[config.mk]
export PLATFORM = sky130hd
export DESIGN_NAME = sorted_set_insert_search_top
export DESIGN_NICKNAME = d
export VERILOG_FILES = /design/src/rtl/core/ssis_pkg.sv /design/src/rtl/core/sorted_set_insert_search_top.sv
export SDC_FILE = /design/constraint.sdc
export NUM_CORES = 2
export LEC_CHECK = 0
export BUFFER_PORTS_ARGS = -buffer_cell sky130_fd_sc_hd__buf_2
export CORE_AREA = 2 2 387 389
export DETAILED_ROUTE_END_ITERATION = 10
export DIE_AREA = 0 0 389 391
export HOLD_SLACK_MARGIN = 0.06
export MAX_ROUTING_LAYER = met4
export PLACE_DENSITY = 0.81
export SYNTH_ARGS = -nofsm -noshare
export SYNTH_HDL_FRONTEND = slang
export SYNTH_SLANG_ARGS = --single-unit
[constraint.sdc]
create_clock -name clk_i -period 5.8 [get_ports clk_i]
set_clock_uncertainty 0.05 [all_clocks]
set_input_delay 0.87 -clock clk_i [delete_from_list [all_inputs] [get_ports clk_i]]
set_output_delay 0.87 -clock clk_i [all_outputs]
set_load 0.01 [all_outputs]
[src/rtl/core/ssis_pkg.sv]
// Package for the sorted key set: sizes, field widths, result status codes
// and sequencer state encoding. No dependencies.
package ssis_pkg;

  // Store size and derived widths.
  localparam int unsigned CAPACITY = 64;
  localparam int unsigned IDX_W    = $clog2(CAPACITY);
  localparam int unsigned CNT_W    = $clog2(CAPACITY + 1);
  localparam int unsigned KEY_W    = 32;

  // Operation selector carried on the input tuser.
  localparam logic OP_INSERT = 1'b0;
  localparam logic OP_SEARCH = 1'b1;

  // Result status codes.
  typedef enum logic [2:0] {
    ST_INSERTED  = 3'd0,
    ST_DUPLICATE = 3'd1,
    ST_FULL      = 3'd2,
    ST_FOUND     = 3'd3,
    ST_NOT_FOUND = 3'd4
  } status_e;

  // Sequencer states, one-hot.
  typedef enum logic [7:0] {
    S_IDLE    = 8'b0000_0001,
    S_SRD     = 8'b0000_0010,
    S_SCMP    = 8'b0000_0100,
    S_DECIDE  = 8'b0000_1000,
    S_SHPRIME = 8'b0001_0000,
    S_SHIFT   = 8'b0010_0000,
    S_WRITE   = 8'b0100_0000,
    S_DONE    = 8'b1000_0000
  } state_e;

endpackage

[src/rtl/core/sorted_set_insert_search_top.sv]
// Sorted key set top level: key memory, binary search and insert sequencer.
// Depends on ssis_pkg.

// The block keeps up to CAPACITY (64) distinct signed 32-bit keys in
// ascending order in a single-port-write, single-port-read memory. Each input
// beat carries a key on s_axis_tdata and the operation on s_axis_tuser (0
// insert, 1 search); each produces exactly one result beat. A search runs
// the binary search one step at a time, each step a memory read and then a
// compare. An insert then writes the key and, when later entries have to
// move, first primes the shift and then moves each stored entry above the
// position up by one, since the shift streams through the one memory read
// port and one write port. The input is taken only when the sequencer is
// idle; a finished result sits in an output register, so the next key can
// be taken while that result waits.
module sorted_set_insert_search_top (
  input  logic        clk_i,
  input  logic        rst_ni,
  input  logic        s_axis_tvalid,
  output logic        s_axis_tready,
  input  logic [31:0] s_axis_tdata,   // [31:0] key
  input  logic        s_axis_tuser,   // [0] operation
  output logic        m_axis_tvalid,
  input  logic        m_axis_tready,
  output logic [23:0] m_axis_tdata    // [2:0] status, [9:3] position,
                                      // [16:10] count, [17] is_full,
                                      // [18] is_empty, [23:19] zero
);

  localparam int unsigned IdxW = ssis_pkg::IDX_W;
  localparam int unsigned CntW = ssis_pkg::CNT_W;
  localparam int unsigned KeyW = ssis_pkg::KEY_W;
  localparam logic [CntW-1:0] Cap = CntW'(ssis_pkg::CAPACITY);

  ssis_pkg::state_e  state_q, state_d;
  ssis_pkg::status_e status_q, status_d;

  logic                   op_q, op_d;
  logic signed [KeyW-1:0] key_q, key_d;
  logic [CntW-1:0]        lo_q, lo_d;
  logic [CntW-1:0]        hi_q, hi_d;
  logic                   eq_q, eq_d;
  logic [CntW-1:0]        j_q, j_d;
  logic [CntW-1:0]        key_count_q, key_count_d;
  logic [CntW-1:0]        mid;

  logic signed [KeyW-1:0] mem [ssis_pkg::CAPACITY];
  logic signed [KeyW-1:0] rdata_q;
  logic [IdxW-1:0]        rd_addr;
  logic                   wr_en;
  logic [IdxW-1:0]        wr_addr;
  logic signed [KeyW-1:0] wr_data;

  logic                   out_valid_q, out_valid_d;
  ssis_pkg::status_e      out_status_q, out_status_d;
  logic [CntW-1:0]        out_pos_q, out_pos_d;
  logic [CntW-1:0]        out_count_q, out_count_d;
  logic                   out_full_q, out_full_d;
  logic                   out_empty_q, out_empty_d;

  logic in_beat;
  logic out_free;

  assign s_axis_tready = (state_q == ssis_pkg::S_IDLE);
  assign in_beat  = s_axis_tvalid && s_axis_tready;
  assign out_free = !out_valid_q || m_axis_tready;
  assign mid      = lo_q + ((hi_q - lo_q) >> 1);

  // Key memory: one write and one registered read per cycle.
  always_ff @(posedge clk_i) begin
    if (wr_en) begin
      mem[wr_addr] <= wr_data;
    end
    rdata_q <= mem[rd_addr];
  end

  // Sequencer next-state and datapath.
  always_comb begin
    logic [CntW-1:0] jm1;
    logic [CntW-1:0] jm2;
    jm1 = j_q - CntW'(1);
    jm2 = j_q - CntW'(2);

    state_d      = state_q;
    status_d     = status_q;
    op_d         = op_q;
    key_d        = key_q;
    lo_d         = lo_q;
    hi_d         = hi_q;
    eq_d         = eq_q;
    j_d          = j_q;
    key_count_d  = key_count_q;
    rd_addr      = mid[IdxW-1:0];
    wr_en        = 1'b0;
    wr_addr      = j_q[IdxW-1:0];
    wr_data      = rdata_q;
    out_valid_d  = out_valid_q && !m_axis_tready;
    out_status_d = out_status_q;
    out_pos_d    = out_pos_q;
    out_count_d  = out_count_q;
    out_full_d   = out_full_q;
    out_empty_d  = out_empty_q;

    case (state_q)
      ssis_pkg::S_IDLE: begin
        if (in_beat) begin
          op_d    = s_axis_tuser;
          key_d   = s_axis_tdata;
          lo_d    = '0;
          hi_d    = key_count_q;
          eq_d    = 1'b0;
          state_d = ssis_pkg::S_SRD;
        end
      end

      // Issue the read of the middle entry, or finish the search.
      ssis_pkg::S_SRD: begin
        if (lo_q == hi_q) begin
          state_d = ssis_pkg::S_DECIDE;
        end else begin
          state_d = ssis_pkg::S_SCMP;
        end
      end

      // Narrow the range; remember equality of the last upper-bound probe.
      ssis_pkg::S_SCMP: begin
        if (rdata_q < key_q) begin
          lo_d = mid + CntW'(1);
        end else begin
          hi_d = mid;
          eq_d = (rdata_q == key_q);
        end
        state_d = ssis_pkg::S_SRD;
      end

      // The final position is lo; the key is present if the last probe matched.
      ssis_pkg::S_DECIDE: begin
        if (op_q == ssis_pkg::OP_SEARCH) begin
          status_d = eq_q ? ssis_pkg::ST_FOUND : ssis_pkg::ST_NOT_FOUND;
          state_d  = ssis_pkg::S_DONE;
        end else if (eq_q) begin
          status_d = ssis_pkg::ST_DUPLICATE;
          state_d  = ssis_pkg::S_DONE;
        end else if (key_count_q >= Cap) begin
          status_d = ssis_pkg::ST_FULL;
          state_d  = ssis_pkg::S_DONE;
        end else if (lo_q == key_count_q) begin
          state_d = ssis_pkg::S_WRITE;
        end else begin
          j_d     = key_count_q;
          state_d = ssis_pkg::S_SHPRIME;
        end
      end

      // Read the last stored entry to start the shift.
      ssis_pkg::S_SHPRIME: begin
        rd_addr = jm1[IdxW-1:0];
        state_d = ssis_pkg::S_SHIFT;
      end

      // Move entry j-1 to j while reading entry j-2.
      ssis_pkg::S_SHIFT: begin
        wr_en   = 1'b1;
        wr_addr = j_q[IdxW-1:0];
        wr_data = rdata_q;
        rd_addr = jm2[IdxW-1:0];
        j_d     = jm1;
        if (jm1 == lo_q) begin
          state_d = ssis_pkg::S_WRITE;
        end
      end

      // Place the new key at its slot.
      ssis_pkg::S_WRITE: begin
        wr_en       = 1'b1;
        wr_addr     = lo_q[IdxW-1:0];
        wr_data     = key_q;
        key_count_d = key_count_q + CntW'(1);
        status_d    = ssis_pkg::ST_INSERTED;
        state_d     = ssis_pkg::S_DONE;
      end

      // Hand the result to the output register once it is free.
      ssis_pkg::S_DONE: begin
        if (out_free) begin
          out_valid_d  = 1'b1;
          out_status_d = status_q;
          out_pos_d    = lo_q;
          out_count_d  = key_count_q;
          out_full_d   = (key_count_q == Cap);
          out_empty_d  = (key_count_q == '0);
          state_d      = ssis_pkg::S_IDLE;
        end
      end

      default: begin
        state_d = ssis_pkg::S_IDLE;
      end
    endcase
  end

  // Control registers.
  always_ff @(posedge clk_i or negedge rst_ni) begin
    if (!rst_ni) begin
      state_q     <= ssis_pkg::S_IDLE;
      key_count_q <= '0;
      out_valid_q <= 1'b0;
    end else begin
      state_q     <= state_d;
      key_count_q <= key_count_d;
      out_valid_q <= out_valid_d;
    end
  end

  // Payload registers.
  always_ff @(posedge clk_i) begin
    status_q     <= status_d;
    op_q         <= op_d;
    key_q        <= key_d;
    lo_q         <= lo_d;
    hi_q         <= hi_d;
    eq_q         <= eq_d;
    j_q          <= j_d;
    out_status_q <= out_status_d;
    out_pos_q    <= out_pos_d;
    out_count_q  <= out_count_d;
    out_full_q   <= out_full_d;
    out_empty_q  <= out_empty_d;
  end

  // Result beat.
  assign m_axis_tvalid = out_valid_q;
  assign m_axis_tdata  = {5'b0, out_empty_q, out_full_q, out_count_q, out_pos_q,
                          out_status_q};

`ifndef SYNTHESIS
  a_count_bound: assert property (@(posedge clk_i) disable iff (!rst_ni)
    key_count_q <= Cap)
    else $error("stored key count exceeds capacity");

  a_shift_above_pos: assert property (@(posedge clk_i) disable iff (!rst_ni)
    state_q == ssis_pkg::S_SHIFT |-> (j_q > lo_q) && (key_count_q < Cap))
    else $error("shift runs at or below the insert position or on a full store");

  a_start_search: assert property (@(posedge clk_i) disable iff (!rst_ni)
    in_beat |=> state_q == ssis_pkg::S_SRD && lo_q == '0)
    else $error("accepted beat did not start a search");

  a_found_in_range: assert property (@(posedge clk_i) disable iff (!rst_ni)
    out_valid_q && (out_status_q == ssis_pkg::ST_FOUND ||
                    out_status_q == ssis_pkg::ST_DUPLICATE)
    |-> out_pos_q < out_count_q)
    else $error("matched key reported outside the stored range");

  a_insert_grows: assert property (@(posedge clk_i) disable iff (!rst_ni)
    state_q == ssis_pkg::S_WRITE |=> key_count_q == $past(key_count_q) + CntW'(1))
    else $error("insert did not increment the count");
`endif

endmodule

Yosys cells after proc, flatten, opt, wreduce, memory -nomap -nowiden

Memories as Yosys holds them, arrays and structs flattened. A register that Yosys moved wholly into a read port is not among the register bits.
Cells that the tools add are included.
W data, S select, Z words.

Eq/ne operators: 23
Order comparisons: 2
Multiplexer cells: 36
Reductions and logical operators: 17
Add/sub/neg operators: 6

Operators with widths:

| kind                  | count |
|---|---|
| $pmux W8 S8           | 1 |
| $mux W7               | 9 |
| $mux W8               | 6 |
| $pmux W7 S2           | 3 |
| $eq A32 B32 Y1        | 1 |
| $lt A32 B32 Y1        | 1 |
| $mux W32              | 1 |
| $eq A7 B7 Y1          | 3 |
| $ne A2 B2 Y1 const B  | 8 |
| $add A7 B1 Y7 const B | 2 |
| $mux W3               | 4 |
| $pmux W6 S2           | 1 |
| $reduce_and A3 Y1     | 3 |
| $eq A8 B1 Y1 const B  | 1 |
| $eq A8 B2 Y1 const B  | 1 |
| $eq A8 B3 Y1 const B  | 1 |
| $eq A8 B4 Y1 const B  | 1 |
| $eq A8 B5 Y1 const B  | 1 |
| $eq A8 B6 Y1 const B  | 1 |
| $eq A8 B7 Y1 const B  | 1 |
| $eq A8 B8 Y1 const B  | 1 |
| $add A7 B6 Y7         | 1 |
| $eq A7 B7 Y1 const B  | 1 |
| $ge A7 B7 Y1 const B  | 1 |
| other kinds (18)      | 30 |

Bits in writable memories: 2048
Memories kept: 1
Input bits: 37
Register bits after elaboration: 93
Output and inout port bits: 26

Memory list:

| name | depth | bits a word | rd ports | clocked after memory_dff | wr ports | RTL line                           | text |
|---|---|---|---|---|---|---|---|
| mem  | 64    | 32          | 1        | 1                        | 1        | sorted_set_insert_search_top.sv:46 | `logic signed [KeyW-1:0] mem [ssis_pkg::CAPACITY];` |

Longest topological paths before layout

Depth in word-level cells: 6
Mapped depth: 21
Mapped depth without buffers: 19

Worst setup path after synthesis

OpenSTA, ideal clock, no wires.

Kind: register -> register
From: register state_q[5]
To: memory mem[0][31] (netlist name) (data pin)
Period minus slack after synthesis: 5.188 ns
Cell stages (with the launch flop): 9
Arrival: 4.436 ns
Path buffers: 4
Slack: 0.612 ns
Path through: dfrtp_1 buf_2 or2_2 clkbuf_1 nor2_1 nand4b_1 clkbuf_1 clkbuf_1 o21ai_0

Word-level cells in the longest chain between the ends: 2

Ends and longest elaborated chain:

| element                | RTL line                            | text |
|---|---|---|
| start, declared        | sorted_set_insert_search_top.sv:34  | `ssis_pkg::state_e state_q, state_d;` |
| start signal, assigned | sorted_set_insert_search_top.sv:204 | `state_q <= ssis_pkg::S_IDLE;` |
| start signal, assigned | sorted_set_insert_search_top.sv:208 | `state_q <= state_d;` |
| $eq A8 B7 Y1           | sorted_set_insert_search_top.sv:103 | `case (state_q)` |
| $mux W32               | sorted_set_insert_search_top.sv:103 |  |
| named net wr_data[31]  | sorted_set_insert_search_top.sv:51  | `logic signed [KeyW-1:0] wr_data;` |
| end, declared          | sorted_set_insert_search_top.sv:46  |  |

The timed path passes the listed nets, and every way through them passes these cells.

Worst setup path in the final report

From: register lo_q[0]
To: register rdata_q[25], read port of mem

Word-level cells in the longest chain between the ends: 3

Ends and longest elaborated chain:

| element                | RTL line                            | text |
|---|---|---|
| start, declared        | sorted_set_insert_search_top.sv:39  | `logic [CntW-1:0] lo_q, lo_d;` |
| start signal, assigned | sorted_set_insert_search_top.sv:219 | `lo_q <= lo_d;` |
| $sub A7 B7 Y7          | sorted_set_insert_search_top.sv:66  | `assign mid = lo_q + ((hi_q - lo_q) >> 1);` |
| $add A7 B6 Y7 (*)      | sorted_set_insert_search_top.sv:66  |  |
| $pmux W6 S2 (*)        | sorted_set_insert_search_top.sv:103 |  |
| end, declared          | sorted_set_insert_search_top.sv:47  | `logic signed [KeyW-1:0] rdata_q;` |

Mark *: on every way between the ends. The rest lies on a longest branch, timed or not.
A chain may end at the register's enable or synchronous reset.

==> reports/results.ini <==
[route]
viasPerCell = 6.947
wl_per_cell_um = 31.34
vias = 56990
drc = 0
dr.pass1.iters = 6
routed_wl_um = 257100
drtAntennaViolNets = 0
drt_iter0_drc = 10040

[setup_path]
critPathMaxStageDelay_ns = 1.07
cp-end-kind = flop
crit_slowest_cell = nor4bb_1
critPathLaunchType = flop
crit_path_max_fanout = 49
crit_arrival_ns = 6.49
worstPathRequired_ns = 6.41
crit_type = reg2reg
crit_chain = ha_1 -> inv_1 -> fa_1 -> ha_1 -> inv_1 -> fa_1 -> nand2_1 -> o41ai_4 -> a211oi_4 -> buf_4 -> buf_12 -> o211ai_1 -> o211ai_1 -> a21oi_1 -> nor4bb_1 -> nand4_1

[cts]
clockBufferDepth = 3
htreeDepth = 4
clk_latency_ns = 0.88
clock-sinks = 2173
clkTransAtPathRegs_ns = 0.06
numCtsBuffers = 201
cts_tree = built
cts_root_buffer = clkbuf_16

[global_route]
grt_pass1_vias = 55260
grt_overflow = 0
grtUsageMet2 = 0.4978
use_met1 = 0.4419
grt_pass1_wl_um = 369900
grt_usage = 0.3446
grt.busiest_layer = met2
antenna_found_initial = 13
use_met3 = 0.08908
grt_max_degree = 85

[timing]
finalHoldViolations = 0
max_slew.worst_pin.slew_ns = 1.264
relSlewSlack = 0.1462
period_minus_slack_ns = 5.883
hold_ws_ns = 0.1125
finalSetupViolations = 1
slew_viol_final = 0
fin_crit_sh = 1.014
fin_ws_ns = -0.08281
fmax_mhz = 170.0

[outcome]
violations = negative setup slack
status = finished, violations left

[logic_synthesis]
ys.flop_type = edfxtp_1
ys_seq_elements = 2173
synth_edf_count = 2125
ys.warnings.count = 0
synth_area_leaders = edfxtp_1 72%, mux2i_1 5.8%, nand2_1 4.6%
syn_area_um2 = 88100
synth_top_area_frac = 0.7243
synth_cells = 5933
synth_most_common_cell = edfxtp_1
syn_avg_cell_area_um2 = 14.85
yosysTopAreaCell = edfxtp_1
netlist_top_cells_count = 2,125 x edfxtp_1, 1,075 x nand2_1, 514 x mux2i_1, 229 x nand3_1, 156 x clkbuf_1
synthArstFlopShare = 0.007363
yosysSeqAreaShare = 0.7361
yosysUniqueCellTypes = 80

[finish]
drive_above_1_share = 0.1256
fill_cells = 9358
finalNetCount = 6170
area_delta_synth_final_pct = 12.48
final_area_um2 = 99100

[die]
coreArea_um2 = 148500
dieWidth_um = 389
die_y_um = 391
die-area_um2 = 152100
start_util = 0.5932
rows = 142
ioPinCount = 63

[place]
io_buffers = 57
dp_hpwl_um = 150700
place_area_um2 = 92510
globalplace.congestion = 0.9404
dp_slack_ns = 0.01841

[job]
cap_viol_max_count = 0

[worst_hold_path]
hp-class = in2reg

-- flip-flops by register name, indices dropped and copies added, names as in the netlist --
register and cells:
j_q 7, status_q 3, out_status_q 3, out_count_q 7
state_q 8, hi_q 7, key_q 32, rdata_q 32
eq_q 1, out_full_q 1, key_count_q 7, lo_q 7
out_pos_q 7, m_axis_tvalid 1, out_empty_q 1, op_q 1
mem 2048
-- kinds of logic after synthesis --
kind of cell	share of synthesized area
DFF	0.7361
and+or+nand+nor	0.08235
AOI/OAI and AO/OA	0.07669
muxes	0.06376
buffers and inverters	0.02907
adders and majority gates	0.007697
xor gates and xnor gates	0.004275
other	0.00004256
-- placed cells by master (no fill, tap or decap), types with 33 or more instances in the layout --
cell and instances:
a311oi_1 75, edfxtp_1 2125, o22ai_1 44, ha_1 51, clkbuf_1 55, inv_1 148
mux2_2 42, a221oi_1 41, clkbuf_16 203, mux2i_1 514, buf_2 57, a311o_1 38
nand3_1 228, a2111oi_0 87, nand2_1 1075, a211oi_1 96, o21ai_0 77, buf_12 57
a31oi_1 35, clkinv_1 39, a32oi_1 99, and3_1 89, buf_4 218, nor2_4 68
a32o_1 33, nand4_1 51, a21oi_1 111, nor2_1 42
-- metal layers --
layer / up-vias / part of all wire / routed length, um
met4: 0 / 0.068 / 17530
met3: 1047 / 0.15 / 39260
met1: 27640 / 0.33 / 85840
li1: 23180 / - / -
met2: 5126 / 0.45 / 114500
met5: - / 0 / 0
-- metrics by stage --
stage / cells / setup TNS, ns / utilization
5_1_grt: 8199 / -0.02915 / 0.6671
2_1_floorplan: 5937 / 0 / -
6_report: 8204 / -0.08281 / 0.6672
3_3_place_gp: 7815 / 0 / 0.6228
3_5_place_dp: 7815 / 0 / 0.6228
4_1_cts: 8183 / 0 / 0.6664
-- final timing paths --
kind                                      startpoint                        end  slack, ns  cells after the start
min reg2reg                status_q[0]$_SDFFCE_PP0P_  out_status_q[0]$_DFFE_PP_       0.37                      0
min                                 s_axis_tdata[28]        key_q[28]$_DFFE_PP_       0.11                      1
max reg2reg                    lo_q[0]$_SDFFCE_PP0P_        rdata_q[25]$_DFF_P_      -0.08                     16
max in group asynchronous                     rst_ni     state_q[0]$_DFFE_PN1P_       4.92                      2
max                            lo_q[0]$_SDFFCE_PP0P_        rdata_q[25]$_DFF_P_      -0.08                     16
min in group asynchronous                     rst_ni     state_q[4]$_DFFE_PN0P_       0.44                      2
-- critical path: cells and delay by family (launching register included) --
family,cells,cell delay [ns]
AOI/OAI and AO/OA,5,1.51
and+or+nand+nor,3,1.45
adders and majority gates,4,1.37
buffers and inverters,4,0.77
DFF,1,0.51
-- cell type report --
class                   count  area [um^2]  area share
multi-input cells        3222        21680      0.2188
clock buffers             279         5575     0.05626
inverters                 149        559.3    0.005644
repair buffers            333         3073     0.03101
flip-flops and latches   2173        64850      0.6545
diodes                     16        40.04   0.0004040
clock inverters            88        879.6    0.008876
well taps                1944         2432     0.02455
-- repair_timing --
item | CTS | global route
setup endpoints to repair | 2 | 4
pin swaps | 0 | 1
setup buffers | 0 | 5
hold buffers | 1 | 0
endpoints found under the hold margin | 15 | 0
resized for setup | 2 | 3
Power is not shown: default switching activity piles up to over one toggle a cycle in this logic, so the estimate is an artifact.
